[src/rtl/core/mvdr_pkg.sv]
// Shared types, widths and codes of the matrix-vector row product block.
package mvdr_pkg;

    localparam int VAL_W     = 16;
    localparam int PROD_W    = 32;
    localparam int ACC_W     = 48;
    localparam int SUM_W     = 32;
    localparam int GRP_W     = 8;
    localparam int RL_W      = 11;
    localparam int RC_W      = 16;
    localparam int IN_LANES  = 4;
    localparam int APB_W     = 32;
    localparam int PADDR_W   = 3;

    localparam logic CMD_LOAD   = 1'b0;
    localparam logic CMD_MATRIX = 1'b1;

    localparam logic REG_ROW_LENGTH = 1'b0;
    localparam logic REG_ROW_COUNT  = 1'b1;

    typedef struct packed {
        logic                    command;
        logic [GRP_W-1:0]        group_index;
        logic signed [VAL_W-1:0] lane_value_0;
        logic signed [VAL_W-1:0] lane_value_1;
        logic signed [VAL_W-1:0] lane_value_2;
        logic signed [VAL_W-1:0] lane_value_3;
    } t_in_beat;

    typedef struct packed {
        logic signed [SUM_W-1:0] row_sum;
        logic                    saturated;
        logic                    last_row;
    } t_out_beat;

    // Per-group control that follows the lane products down the pipe.
    typedef struct packed {
        logic valid;
        logic end_row;
        logic last_row;
    } t_grp_ctl;

    // Stage enables handed to every lane.
    typedef struct packed {
        logic cap;
        logic mul;
    } t_lane_ctl;

    // Pick one lane field of an input beat.
    function automatic logic signed [VAL_W-1:0] lane_field(input t_in_beat b,
                                                           input logic [1:0] idx);
        logic signed [VAL_W-1:0] v;
        unique case (idx)
            2'd0:    v = b.lane_value_0;
            2'd1:    v = b.lane_value_1;
            2'd2:    v = b.lane_value_2;
            default: v = b.lane_value_3;
        endcase
        return v;
    endfunction

endpackage

[src/rtl/core/mvdr_lane.sv]
// One lane: a bank of the vector store and one registered multiplier.
module mvdr_lane #(
    parameter int DEPTH = 256,
    localparam int AW = (DEPTH > 1) ? $clog2(DEPTH) : 1
) (
    input  logic                                 i_clk,
    input  mvdr_pkg::t_lane_ctl                  i_ctl,
    input  logic                                 i_wr_en,
    input  logic [AW-1:0]                        i_wr_addr,
    input  logic signed [mvdr_pkg::VAL_W-1:0]    i_wr_data,
    input  logic [AW-1:0]                        i_rd_addr,
    input  logic signed [mvdr_pkg::VAL_W-1:0]    i_mat,
    input  logic                                 i_use,
    output logic signed [mvdr_pkg::PROD_W-1:0]   o_prod
);

    logic signed [mvdr_pkg::VAL_W-1:0] r_mem [DEPTH];
    logic signed [mvdr_pkg::VAL_W-1:0] r_vec;
    logic signed [mvdr_pkg::VAL_W-1:0] r_mat;
    logic                              r_use;
    logic signed [mvdr_pkg::PROD_W-1:0] r_prod;

    // Write load beats into the bank.
    always_ff @(posedge i_clk) begin
        if (i_wr_en) begin
            r_mem[i_wr_addr] <= i_wr_data;
        end
    end

    // Read the vector element and hold the matrix element beside it.
    always_ff @(posedge i_clk) begin
        if (i_ctl.cap) begin
            r_vec <= r_mem[i_rd_addr];
            r_mat <= i_mat;
            r_use <= i_use;
        end
    end

    // Multiply; drop lanes past the row end.
    always_ff @(posedge i_clk) begin
        if (i_ctl.mul) begin
            if (r_use) begin
                r_prod <= r_mat * r_vec;
            end else begin
                r_prod <= '0;
            end
        end
    end

    assign o_prod = r_prod;

endmodule

[config.mk]
export PLATFORM = sky130hd
export DESIGN_NAME = mvdr_lane
export DESIGN_NICKNAME = d
export VERILOG_FILES = /design/src/rtl/core/mvdr_pkg.sv /design/src/rtl/core/mvdr_lane.sv
export SDC_FILE = /design/constraint.sdc
export NUM_CORES = 2
export LEC_CHECK = 0
export BUFFER_PORTS_ARGS = -buffer_cell sky130_fd_sc_hd__buf_2
export CAP_MARGIN = 20
export CORE_ASPECT_RATIO = 1.4
export CORE_MARGIN = 8
export CORE_UTILIZATION = 35
export DETAILED_ROUTE_END_ITERATION = 12
export PLACE_DENSITY_LB_ADDON = 0.05
export RECOVER_POWER = 100
export SLEW_MARGIN = 15
export SYNTH_ARGS = -nofsm -noshare
export SYNTH_HDL_FRONTEND = slang
export SYNTH_SLANG_ARGS = --single-unit
[constraint.sdc]
create_clock -name i_clk -period 5.9 [get_ports i_clk]
set_clock_uncertainty 0.15 [all_clocks]
set_input_delay 0.59 -clock i_clk [delete_from_list [all_inputs] [get_ports i_clk]]
set_output_delay 0.59 -clock i_clk [all_outputs]
set_load 0.01 [all_outputs]
# Word level (Yosys, flattened, before mapping)
# Memories as Yosys holds them, arrays and structs flattened. A register that Yosys moved wholly into a read port is not among the register bits.
# Cells that the tools add are included.
# totals
register_bits	49
wordCells	7
in_bits	53
n_memories	1
output_inout_bits	32
ram_bits	4096
# op_classes
muxes	2
multipliers	1
# memory_table
name	words	word_bits	rd	rd_ports_with_merged_regs	wr	line_no	rtl
r_mem	256	16	1	1	1	mvdr_lane.sv:17	logic signed [mvdr_pkg::VAL_W-1:0] r_mem [DEPTH];
# ops
cell	n
multiplier 16 x 16 -> 32 bit	1
2-to-1 mux 1 bit	2

# Longest topological paths before layout
# depth
word_depth	2
mapped_depth	21
ltp_nobuf	20

# Least setup slack after synthesis
# No wires, ideal clock.
# synth_path
path_kind	register to register
start	register r_mat[15] (netlist bit)
end	register r_prod, in the netlist o_prod[30] (data pin)
stages_incl_launch_ff	20
setup_ps	195
arrival_ps	5837
path_buffers	1
slack_ps	-281
t_required_ps	5555
synth_period_minus_slack_ps	6181
cell_sequence	edfxtp_1 -> clkbuf_1 -> nand2_1 -> inv_1 -> fa_1 -> fa_1 -> fa_1 -> fa_1 -> fa_1 -> inv_1 -> fa_1 -> inv_1 -> ha_1 -> a21oi_1 -> o21ai_0 -> nor3_1 -> nand3_1 -> a41oi_1 -> nor2_1 -> o311ai_0
# synth_between
elab_chain_cells	1
# synth_lines
item	line_no	rtl
from (decl)	mvdr_lane.sv:19	logic signed [mvdr_pkg::VAL_W-1:0] r_mat;
from (signal assigned)	mvdr_lane.sv:34	r_mat <= i_mat;
multiplier 16 x 16 -> 32 bit	mvdr_lane.sv:43	r_prod <= r_mat * r_vec;
to (signal assigned)	mvdr_lane.sv:43	
to (decl)	mvdr_lane.sv:21	logic signed [mvdr_pkg::PROD_W-1:0] r_prod;
# No other way between the ends.
# A chain may end at the register's enable or synchronous reset.

# Worst setup path in the final report
# layout_path
start	register r_mat[7] (netlist bit)
end	register r_prod, in the netlist o_prod[31] (data pin)
# The elaborated chain is that of the path after synthesis.

==> flow_summary.ini <==
[outcome]
outcome = finished, violations left
violations = max-capacitance violations, max-slew violations, negative setup slack

[logic_synthesis]
synth.distinct_cells = 59
synth_enable_flop_cells = 4161
synthesis.nets = 8069
syn_inst = 7672
yosys_warnings = 0
synthArstFlopShare_pct = 0
syn-mean-instance-area_sq_um = 21.8
ys_ff_latch = 4161
synth_area_sq_um = 168000
yosysSeqAreaShare_pct = 74.6
synthFlopType = edfxtp_1

[setup_path]
cpLargestDelayFamily = adder cells
crit_chain = buf_6 > buf_4 > and2_1 > fa_1 > fa_1 > fa_1 > fa_2 > fa_1 > inv_1 > fa_1 > inv_1 > ha_1 > a21oi_2 > nand2_1 > a21oi_1 > o31a_1 > buf_6 > nor4_2 > or4_1 > a21oi_2
critical_path.max_stage_delay_ns = 0.55
path_max_fanout = 6
worst_setup_path_end_kind = flop
required_ns = 6.61
cp.arrival_ns = 6.85
crit_top_cell = fa_1
critPathBufInv = 5
cpMaxStageDelayCell = fa_1
critPathLaunchType = flop
worst-setup-path-type = reg -> reg

[clock_network]
root_buffer = clkbuf_16
numCtsBuffers = 425
clk_pin_slew_ns = 0.06
htreeDepth = 5
cts_sinks = 4161
cts_tree = done
clockBufferDepth = 4
clk_latency_ns = 1.01

[route]
drtPass1Iterations = 5
via_per_inst = 5.30
totalWireLength_microns = 498000
routedWlPerCell_microns = 32.7
num_vias = 80700
drt-met1-wl_microns = 199000
wl_met3_microns = 21200
top_layer_used = met5
met2_length_microns = 263000
drtIter0Drc = 6895
drc = 0
ant_nets = 0

[placed_design]
pre_cts_slack_ns = -0.689
dp_cells = 14400
dp_hpwl_microns = 312000
gp_congestion = 0.810
port_buffers = 84

[global_route]
grt_max_degree = 153
antenna_found_initial = 36
grt_overflow = 0
grt_usage_pct = 19.5
grt_pass1_wl_microns = 696000
grt_pass1_vias = 87100

[timing]
fin_crit_sh_pct = 104
final.setup.worst_slack_ns = -0.249
rsz0062_at_grt = true
finalSetupViolations = 46
slew_viol_final = 4525
max_slew_margin_pct = -313
hold_viol = 0
worstMarginPinSlew_ns = 6.20
max_freq_mhz = 163
period_needed_ns = 6.15

[power_and_ir_drop]
p_comb_share_pct = 39.5
peakVddDrop_v = 0.00178
power.switching_mw = 31.7
power.leakage_nw = 61.1
p_int_mw = 67.2
finalPower_mw = 98.9
powerDensity_nw_per_um2 = 510
p_seq_share_pct = 33.8
p_sw_share_pct = 32.1
clkPwrFrac_pct = 26.7

[job]
max-cap-violations = 131

[finish]
final_core_util_pct = 40.7
drive_above_1_share_pct = 27.5
layout_common_cells = edfxtp_1, mux4_2, clkbuf_16
final_cells = 15200
fillers = 42400
area_delta_synth_final_pct = 15.8
layout_commonest_cell = edfxtp_1
nets = 8923

[die]
die_area_sq_um = 501000
die_y_microns = 835
row_count = 300
core_area_sq_um = 477000
die_w_microns = 601
start_util_pct = 35.2
ioPinCount = 85

[min_path]
hold_path.class = in -> reg
[registers in the layout, indices dropped and copies added (netlist names)]
name	cells
r_use	1
r_mem	4096
r_vec	16
r_mat	16
o_prod	32
[area by class of cell]
class	instances	area [sq um]	share of cell area, %
clock buffers	529	11100	5.73
diodes	14	35.0	0.0181
flip-flops and latches	4161	125000	64.4
repair buffers	848	6140	3.17
clock inverters	248	2250	1.16
multi-input cells	2804	40500	20.9
well taps	6342	7940	4.09
inverters	286	1070	0.553
[worst paths after layout]
path,cells after the start,slack (ns),end,startpoint
max,20,-0.25,o_prod[31]$_SDFFCE_PN0P_,r_mat[7]$_DFFE_PP_
max reg2reg,20,-0.25,o_prod[31]$_SDFFCE_PN0P_,r_mat[7]$_DFFE_PP_
min reg2reg,2,0.78,o_prod[14]$_SDFFCE_PN0P_,r_use$_DFFE_PP_
min,2,0.15,r_use$_DFFE_PP_,i_use
[repair_timing]
action / in CTS / in global routing
setup endpoints to repair: 17 / 19
pin swaps: 64 / 32
hold buffers: 35 / 0
buffers inserted: 23 / 24
resized for setup: 111 / 98
cloned: 1 / 1
hold endpoints to repair: 907 / 0
[logic make-up (layout without fill, tap and decap cells)]
| logic type | Yosys count | after routing | share of synthesized area (%) |
|---|---|---|---|
| adders and majority gates | 344 | 344 | 3.74 |
| and+or+nand+nor | 778 | 778 | 2.14 |
| DFF | 4161 | 4161 | 74.6 |
| buffers and inverters | 707 | 1911 | 1.80 |
| muxes | 1155 | 1155 | 15.5 |
| other | 0 | 14 | 0 |
| AOI/OAI and AO/OA | 503 | 503 | 2.13 |
| xor gates and xnor gates | 24 | 24 | 0.125 |
[power groups by stage]
| stage | Combinational (mW) | Clock [mW] | Sequential [mW] |
|---|---|---|---|
| floorplan | 17.6 | 0 | 34.0 |
| global placement | 30.7 | 0 | 34.0 |
| detailed placement | 30.7 | 0 | 34.0 |
| global route | 42.8 | 28.1 | 33.4 |
| CTS | 36.3 | 27.2 | 33.3 |
| finish | 39.1 | 26.4 | 33.4 |
[cells in the mapped netlist (2+ instances only)]
master | number | area [sq um]
nor2_1 | 331 | 1240
buf_4 | 12 | 90.1
a21o_1 | 6 | 45.0
nand2_1 | 167 | 627
and2_1 | 129 | 807
edfxtp_1 | 4161 | 125000
a31oi_1 | 2 | 12.5
o21a_1 | 3 | 22.5
mux2i_1 | 3 | 30.0
nor2b_1 | 14 | 87.6
a22oi_1 | 128 | 961
o21ai_0 | 14 | 70.1
nand3b_1 | 2 | 15.0
a21oi_1 | 94 | 470
a41oi_1 | 2 | 17.5
fa_1 | 262 | 5250
nand2b_1 | 14 | 87.6
mux4_2 | 1152 | 25900
o22ai_1 | 98 | 613
nor3b_1 | 2 | 15.0
nand4b_1 | 5 | 43.8
nor4_1 | 33 | 206
and3_1 | 7 | 43.8
o211ai_1 | 4 | 30.0
inv_1 | 286 | 1070
ha_1 | 82 | 1030
o31ai_1 | 3 | 22.5
a221oi_1 | 65 | 569
xnor2_1 | 19 | 166
clkbuf_1 | 258 | 968
a21bo_2 | 2 | 20.0
a22o_1 | 64 | 561
o311ai_0 | 3 | 26.3
or2_2 | 3 | 18.8
a211oi_1 | 2 | 15.0
buf_6 | 25 | 282
xor2_1 | 5 | 43.8
buf_1 | 24 | 90.1
o41ai_1 | 2 | 17.5
nor3_1 | 24 | 120
buf_2 | 102 | 510
nand3_1 | 28 | 140
nand4_1 | 14 | 87.6
[per-stage QoR]
stage,area (sq um),hold WS (ns),TNS (ns)
3_5_place_dp,181000,0.620,-6.22
4_1_cts,195000,0.0142,-2.07
3_3_place_gp,181000,0.621,-6.29
2_1_floorplan,168000,0.473,-0.0849
6_report,194000,0.149,-2.54
5_1_grt,194000,0.0929,-199.05
[worst register-to-register path: cells and delay by family (launching register included)]
kind            cells  cell delay, ns
compound gates      4            0.69
fa+ha+maj           7            3.29
buf+inv             5            0.57
flops               1            0.45
simple gates        4            0.87
[metal layers]
| metal | GRT usage (%) | vias up |
|---|---|---|
| li1 | - | 33500 |
| met4 | 4.73 | 14 |
| met3 | 2.53 | 611 |
| met5 | 0 | - |
| met2 | 35.7 | 1891 |
| met1 | 24.5 | 44700 |
Power figures use the tool's default switching activity.
