<file path="config.mk">
export PLATFORM = sky130hd
export DESIGN_NAME = mvdr_merge
export DESIGN_NICKNAME = d
export VERILOG_FILES = /design/src/rtl/core/mvdr_pkg.sv /design/src/rtl/core/mvdr_merge.sv
export SDC_FILE = /design/constraint.sdc
export NUM_CORES = 1
export LEC_CHECK = 0
export BUFFER_PORTS_ARGS = -buffer_cell sky130_fd_sc_hd__clkbuf_2
export CAP_MARGIN = 20
export CORE_ASPECT_RATIO = 0.9
export CORE_UTILIZATION = 53
export DETAILED_ROUTE_END_ITERATION = 10
export GPL_TIMING_DRIVEN = 1
export PLACE_DENSITY_LB_ADDON = 0.1
export SYNTH_ARGS = -nofsm -noshare
export SYNTH_HDL_FRONTEND = slang
export SYNTH_SLANG_ARGS = --single-unit
</file>
<file path="constraint.sdc">
create_clock -name i_clk -period 5.74 [get_ports i_clk]
set_input_delay 1.148 -clock i_clk [delete_from_list [all_inputs] [get_ports i_clk]]
set_output_delay 1.148 -clock i_clk [all_outputs]
set_load 0.02 [all_outputs]
</file>
<file path="src/rtl/core/mvdr_pkg.sv">
// Shared types, widths and codes of the matrix-vector row product block.
package mvdr_pkg;

    localparam int VAL_W     = 16;
    localparam int PROD_W    = 32;
    localparam int ACC_W     = 48;
    localparam int SUM_W     = 32;
    localparam int GRP_W     = 8;
    localparam int RL_W      = 11;
    localparam int RC_W      = 16;
    localparam int IN_LANES  = 4;
    localparam int APB_W     = 32;
    localparam int PADDR_W   = 3;

    localparam logic CMD_LOAD   = 1'b0;
    localparam logic CMD_MATRIX = 1'b1;

    localparam logic REG_ROW_LENGTH = 1'b0;
    localparam logic REG_ROW_COUNT  = 1'b1;

    typedef struct packed {
        logic                    command;
        logic [GRP_W-1:0]        group_index;
        logic signed [VAL_W-1:0] lane_value_0;
        logic signed [VAL_W-1:0] lane_value_1;
        logic signed [VAL_W-1:0] lane_value_2;
        logic signed [VAL_W-1:0] lane_value_3;
    } t_in_beat;

    typedef struct packed {
        logic signed [SUM_W-1:0] row_sum;
        logic                    saturated;
        logic                    last_row;
    } t_out_beat;

    // Per-group control that follows the lane products down the pipe.
    typedef struct packed {
        logic valid;
        logic end_row;
        logic last_row;
    } t_grp_ctl;

    // Stage enables handed to every lane.
    typedef struct packed {
        logic cap;
        logic mul;
    } t_lane_ctl;

    // Pick one lane field of an input beat.
    function automatic logic signed [VAL_W-1:0] lane_field(input t_in_beat b,
                                                           input logic [1:0] idx);
        logic signed [VAL_W-1:0] v;
        unique case (idx)
            2'd0:    v = b.lane_value_0;
            2'd1:    v = b.lane_value_1;
            2'd2:    v = b.lane_value_2;
            default: v = b.lane_value_3;
        endcase
        return v;
    endfunction

endpackage

</file>
<file path="src/rtl/core/mvdr_merge.sv">
// Merge stage: lane sum, row accumulator, scaling, saturation and output register.
module mvdr_merge #(
    parameter int LANES     = 4,
    parameter int FRAC_BITS = 8
) (
    input  logic                                i_clk,
    input  logic                                i_rst_n,
    input  logic signed [mvdr_pkg::PROD_W-1:0]  i_prod [LANES],
    input  mvdr_pkg::t_grp_ctl                  i_grp,
    output logic                                o_take,
    output logic                                o_out_valid,
    output mvdr_pkg::t_out_beat                 o_out_beat,
    input  logic                                i_out_ready
);

    localparam int AW = mvdr_pkg::ACC_W;
    localparam logic signed [AW-1:0] SUM_MAX = AW'(64'sd2147483647);
    localparam logic signed [AW-1:0] SUM_MIN = AW'(-64'sd2147483648);

    logic signed [AW-1:0] r_acc;
    logic signed [AW-1:0] r_row;
    logic                 r_row_valid;
    logic                 r_row_last;
    logic                 r_out_valid;
    mvdr_pkg::t_out_beat  r_out_beat;

    logic signed [AW-1:0] n_acc;
    logic signed [AW-1:0] scaled;
    logic                 ready_out;
    logic                 ready_row;

    // Add the lane products onto the running row sum.
    always_comb begin
        n_acc = r_acc;
        for (int l = 0; l < LANES; l++) begin
            n_acc = n_acc + AW'(i_prod[l]);
        end
    end

    assign ready_out = !r_out_valid || i_out_ready;
    assign ready_row = !r_row_valid || ready_out;
    assign o_take    = ready_row;

    // Accumulate; close the row on its final group.
    always_ff @(posedge i_clk) begin
        if (!i_rst_n) begin
            r_acc       <= '0;
            r_row_valid <= 1'b0;
        end else if (ready_row) begin
            r_row_valid <= i_grp.valid && i_grp.end_row;
            if (i_grp.valid) begin
                r_acc <= i_grp.end_row ? '0 : n_acc;
            end
        end
    end

    always_ff @(posedge i_clk) begin
        if (ready_row && i_grp.valid && i_grp.end_row) begin
            r_row      <= n_acc;
            r_row_last <= i_grp.last_row;
        end
    end

    assign scaled = r_row >>> FRAC_BITS;

    // Scale, clip and hold the result until it is taken.
    always_ff @(posedge i_clk) begin
        if (!i_rst_n) begin
            r_out_valid <= 1'b0;
        end else if (ready_out) begin
            r_out_valid <= r_row_valid;
        end
    end

    always_ff @(posedge i_clk) begin
        if (ready_out && r_row_valid) begin
            r_out_beat.last_row <= r_row_last;
            if (scaled > SUM_MAX) begin
                r_out_beat.row_sum   <= mvdr_pkg::SUM_W'(SUM_MAX);
                r_out_beat.saturated <= 1'b1;
            end else if (scaled < SUM_MIN) begin
                r_out_beat.row_sum   <= mvdr_pkg::SUM_W'(SUM_MIN);
                r_out_beat.saturated <= 1'b1;
            end else begin
                r_out_beat.row_sum   <= scaled[mvdr_pkg::SUM_W-1:0];
                r_out_beat.saturated <= 1'b0;
            end
        end
    end

    assign o_out_valid = r_out_valid;
    assign o_out_beat  = r_out_beat;

endmodule

</file>
After elaboration in Yosys (flattened, before gate mapping)
Cells that the tools add are included.

Register bits after elaboration: 133. Word-level logic and storage cells: 25.

Add/subtract/negate cells: 4. Magnitude comparators: 2. Muxes and demuxes: 2. Reduce and logical (&&, ||, !) cells: 9.

Operators with widths (count): 48-bit by 32-bit adder with 48-bit output (4); 48-bit two-way mux (1); 40-bit by 32-bit greater-than comparator with 1-bit output, second input constant (1); 40-bit by 32-bit less-than comparator with 1-bit output, second input constant (1); 33-bit two-way mux (1); 1-bit logical AND (4); 1-bit logical NOT (2); 1-bit logical OR (2); 2-bit AND reduction (1).

Depth between registers and ports, before layout
Depth in word-level cells: 5. Gate-level depth with buffers: 19.

Worst setup path before layout
Ideal clock, no wire load.

Kind: input to register. From: input port i_prod[31] in the netlist's numbering. To: register r_row[44], data pin. Setup time: 0.255 ns. Data arrival time: 5.485 ns. Required time: 5.485 ns. Path slack: 0.000 ns. Cell stages on the path: 15. Buffers on the path: 1. Cell sequence: fa_1 -> fa_1 -> fa_1 -> ha_1 -> clkbuf_1 -> a21oi_1 -> nor2b_1 -> o21ai_0 -> nand2b_1 -> a21o_1 -> a21o_1 -> a21oi_1 -> o221ai_1 -> or3_1 -> and2_1.

Longest elaborated chain between the ends: 1.

RTL lines: from (decl) (line mvdr_merge.sv:8) `input logic signed [mvdr_pkg::PROD_W-1:0] i_prod [LANES],`; 48-bit by 32-bit adder with 48-bit output (line mvdr_merge.sv:36) `n_acc = n_acc + AW'(i_prod[l]);`; net n_acc[44] (line mvdr_merge.sv:27) `logic signed [AW-1:0] n_acc;`; to (signal assigned) (line mvdr_merge.sv:59) `r_row <= n_acc;`; to (decl) (line mvdr_merge.sv:21) `logic signed [AW-1:0] r_row;`.

The timed path passes the listed nets, and every way through them passes these cells. A chain may end at the register's enable or synchronous reset.

Worst setup path in the final report
From: input port i_prod[1] in the netlist's numbering. To: register r_acc[29].

Longest elaborated chain between the ends: 2.

RTL lines: 48-bit by 32-bit adder with 48-bit output (line mvdr_merge.sv:36); net n_acc[29] (line mvdr_merge.sv:27); 48-bit two-way mux (line mvdr_merge.sv:52) `r_acc <= i_grp.end_row ? '0 : n_acc;`; to (signal assigned) (line mvdr_merge.sv:52); to (decl) (line mvdr_merge.sv:20) `logic signed [AW-1:0] r_acc;`.

The timed path passes the listed nets, and every way through them passes these cells.

==> results.md <==
- Status: finished clean
- Rel. slew slack: 27.7%
- Most used DFF post-synth: edfxtp_1
- HP Class: flip-flop to flip-flop
- Gp weighted congestion: roughly 0.90
- EDFF count, synth: 75
- Core Util, Final: 66.1%
- Static Leak: 6.20 nW
- Die X: 149 microns
- Syn_area_per_cell: 9.65 sq um
- CTS H-tree depth: 4
- Die area: 0.0199 sq mm
- CTS tree: yes
- Critical path cell sequence: clkbuf_2 > inv_1 > fa_1 > fa_1 > fa_1 > inv_1 > ha_1 > fa_1 > a211oi_1 > buf_4 > o21ai_1 > o22a_1 > a221oi_2 > o21ai_1 > a31oi_1 > o21ai_1 > a21oi_1 > xnor2_1 > a22o_1
- Vias per std cell: around 5.2
- Resize count post-CTS: 0
- Initial antenna violation count: 0
- Reg clk slew, reported paths: approximately 60 ps
- Root buf cell: clkbuf_16
- Reg2reg setup slack: 1770 ps
- Hold Crit Depth: 0
- Setup Skew: 12.6 ps
- Initial Utilization: 54.9%
- Setup CP Type: input pin to flip-flop
- Setup-failing EPs final: 0
- Warnings from Yosys: 0
- Final worst setup slack: about 330 ps
- Clock Latency Late Sink: 430 ps
- DR vias: 7909
- Nets: ~1600
- Crit share post-route: 94.3%
- Register bit total from synthesis: 125
- Synth top area cells: edfxtp_1 (22%), fa_1 (22%), inv_1 (10%)
- Hold path start: r_row_last
- CP Capture Type: flip-flop
- Synth async-reset ratio: 0%
- Hold Violations, Final: 0
- Pre-CTS worst setup slack: -60.4 ps
- RSZ-0062 raised after global routing: false
- Placement Rows: 47
- Crit path DAT: approximately 5700 ps
- CTS Buf Count: 17
- Largest net degree at the start of global routing: 42
- Share of the synthesized area in the top cell type: between 20% and 30%
- Hpwl dp: around 18000 microns
- DRC Markers: 0
- Placed Cells incl. Taps: between 1000 and 1500
- Synth area leader: edfxtp_1
- Post-synthesis cell type count: 59
- Total GRT Usage: 25.7%
- Vias in the first global route: 8056
- Total Wirelength: 23400 microns
- Final instance area: 0.0123 sq mm
- Mapped cell area: around 0.010 sq mm
- Most common cell on crit path: fa_1
- Worst Setup Start Kind: input pin
- Synthesized Nets: 1355
- Fin. max-slew vios: 0
- Area occupied by multi-input gates: 0.00583 sq mm
- Data required, critical path: 6050 ps
- Reg-to-Reg Start: r_acc[1]
- Hold buffer count at cts: 0
- Antenna Violating Nets Remaining: 0
- Clock Tree Buf Depth: 2
- Max Cap Violations: 0
- Top Ports: 170
- # fillers: roughly 1600
- Port Buf Inserts: 169
- RR Endpoint: r_acc[29]
- DRT iter0 DRCs: around 470
- Core area: 0.0186 sq mm
- CP max stage cell: fa_1
- Ant. Diodes: 0
- Fraction of layout cells with a size suffix above 1: 21.1%
- Worst vdd ir: between 400 and 500 uV
- CP Max Fanout: 3
- Area after DPL: approximately 0.012 sq mm
- Minimum clock period: 5410 ps
- Gr ovfl total: 0
- Crit path buf inv count: 4
- Area Overhead vs Synth: 20.4%
- Register cell area after layout: 0.00325 sq mm
- Top delay family on crit path: adder cells
- DRT Pass-1 Iters: 4
- Post-Syn Instances: 1061
- Hold worst-path end: o_out_beat[0]
- Cell Count, Final, Fillers Out: approximately 1500
- Crit path largest cell delay: 570 ps
- Clock Sinks: 125
- DR WL/cell: 15.3 microns
- Die Y: 134 microns
- Worst r2r path cells: 16
- Power Dens Cells: 684 mW/mm^2
- Fmax: 185 MHz
- Sequential share of the synthesized area: 31.8%
- Worst Max-Slew Pin Slew: 1080 ps
- Global-route wire length before repair: about 40000 microns
- Setup Fix Bufs, Post-CTS: 0
-- cells in the mapped netlist (all sizes together) (6+ instances only) --
master,number
fa,111
a21o,53
nand3,11
a21oi,61
clkbuf,34
edfxtp,75
nand2,39
o211ai,8
a22oi,16
nor2,34
xor2,18
or3,6
a22o,23
inv,274
xnor2,25
ha,49
dfxtp,50
nor2b,28
o21a,7
o21bai,9
nand4,11
nor3,15
o21ai,33
-- where the power goes --
part	internal, mW	total [mW]	switching [mW]
clock	0.699	1.17	0.469
sequential	1.53	1.68	0.157
combinational	2.34	5.58	3.24
total	4.56	8.43	3.87
-- stage by stage --
step | total power [mW] | setup TNS, ps | hold slack, ps
3_5_place_dp | 7.13 | -168 | 413
2_1_floorplan | 5.42 | 0 | 400
4_1_cts | 8.38 | 0 | 433
3_3_place_gp | 7.09 | -78.1 | 406
6_report | 8.43 | 0 | 430
5_1_grt | 9.11 | 0 | 455
-- cell usage in the layout, fill, tap and decap left out, types with 15 or more instances in the layout --
master,n
a21oi_1,60
clkbuf_16,17
nor2_1,33
dfxtp_1,50
a21o_1,53
nand2_1,39
inv_1,274
clkbuf_2,169
o21ai_0,21
a22oi_1,16
fa_1,111
xnor2_1,25
buf_4,56
a22o_1,23
nor2b_1,27
ha_1,49
edfxtp_1,75
nor3_1,15
xor2_1,18
-- state kept, by name, indices dropped and copies added, names as in the netlist --
| signal | cells |
|---|---|
| r_acc | 48 |
| r_row | 40 |
| o_out_beat | 34 |
| o_out_valid | 1 |
| r_row_last | 1 |
| r_row_valid | 1 |
-- cell type report --
| type | instances | area share [%] |
|---|---|---|
| timing repair buffer | 227 | 10.5 |
| sequential | 125 | 26.4 |
| clock inverter | 15 | 1.61 |
| tap | 245 | 2.49 |
| clock buffer | 17 | 3.45 |
| inverter | 274 | 8.34 |
| multi-input combinational | 623 | 47.3 |
-- routing by layer --
layer / vias up / share of wire [%] / GRT usage (%)
met5: - / 0 / 0
met4: 0 / 1.3 / 6.99
met1: 3789 / 50 / 37.6
met3: 24 / 4.9 / 4.80
met2: 223 / 44 / 39.1
li1: 3873 / - / -
-- logic make-up after synthesis --
| kind of cell | Yosys count | synth area share (%) |
|---|---|---|
| buf+inv | 313 | 11.6 |
| compound gates | 246 | 16.6 |
| simple gates | 173 | 8.60 |
| fa+ha+maj | 160 | 27.7 |
| flops | 125 | 31.8 |
| xor+xnor | 43 | 3.68 |
| mux | 1 | 0.0978 |
-- worst max path at each step --
stage / slack [ps] / to / cells past startpoint / start
CTS: 350 / r_acc[29] / 19 / i_prod[1]
floorplan: 0.1 / r_row[44] / 15 / i_prod[31]
global placement: -60 / r_acc[29] / 19 / i_prod[1]
detailed placement: -60 / r_acc[29] / 19 / i_prod[1]
global route: 60 / r_acc[29] / 19 / i_prod[1]
finish: 330 / r_acc[29] / 19 / i_prod[1]
Note: power is estimated with default switching activity, not from simulation.
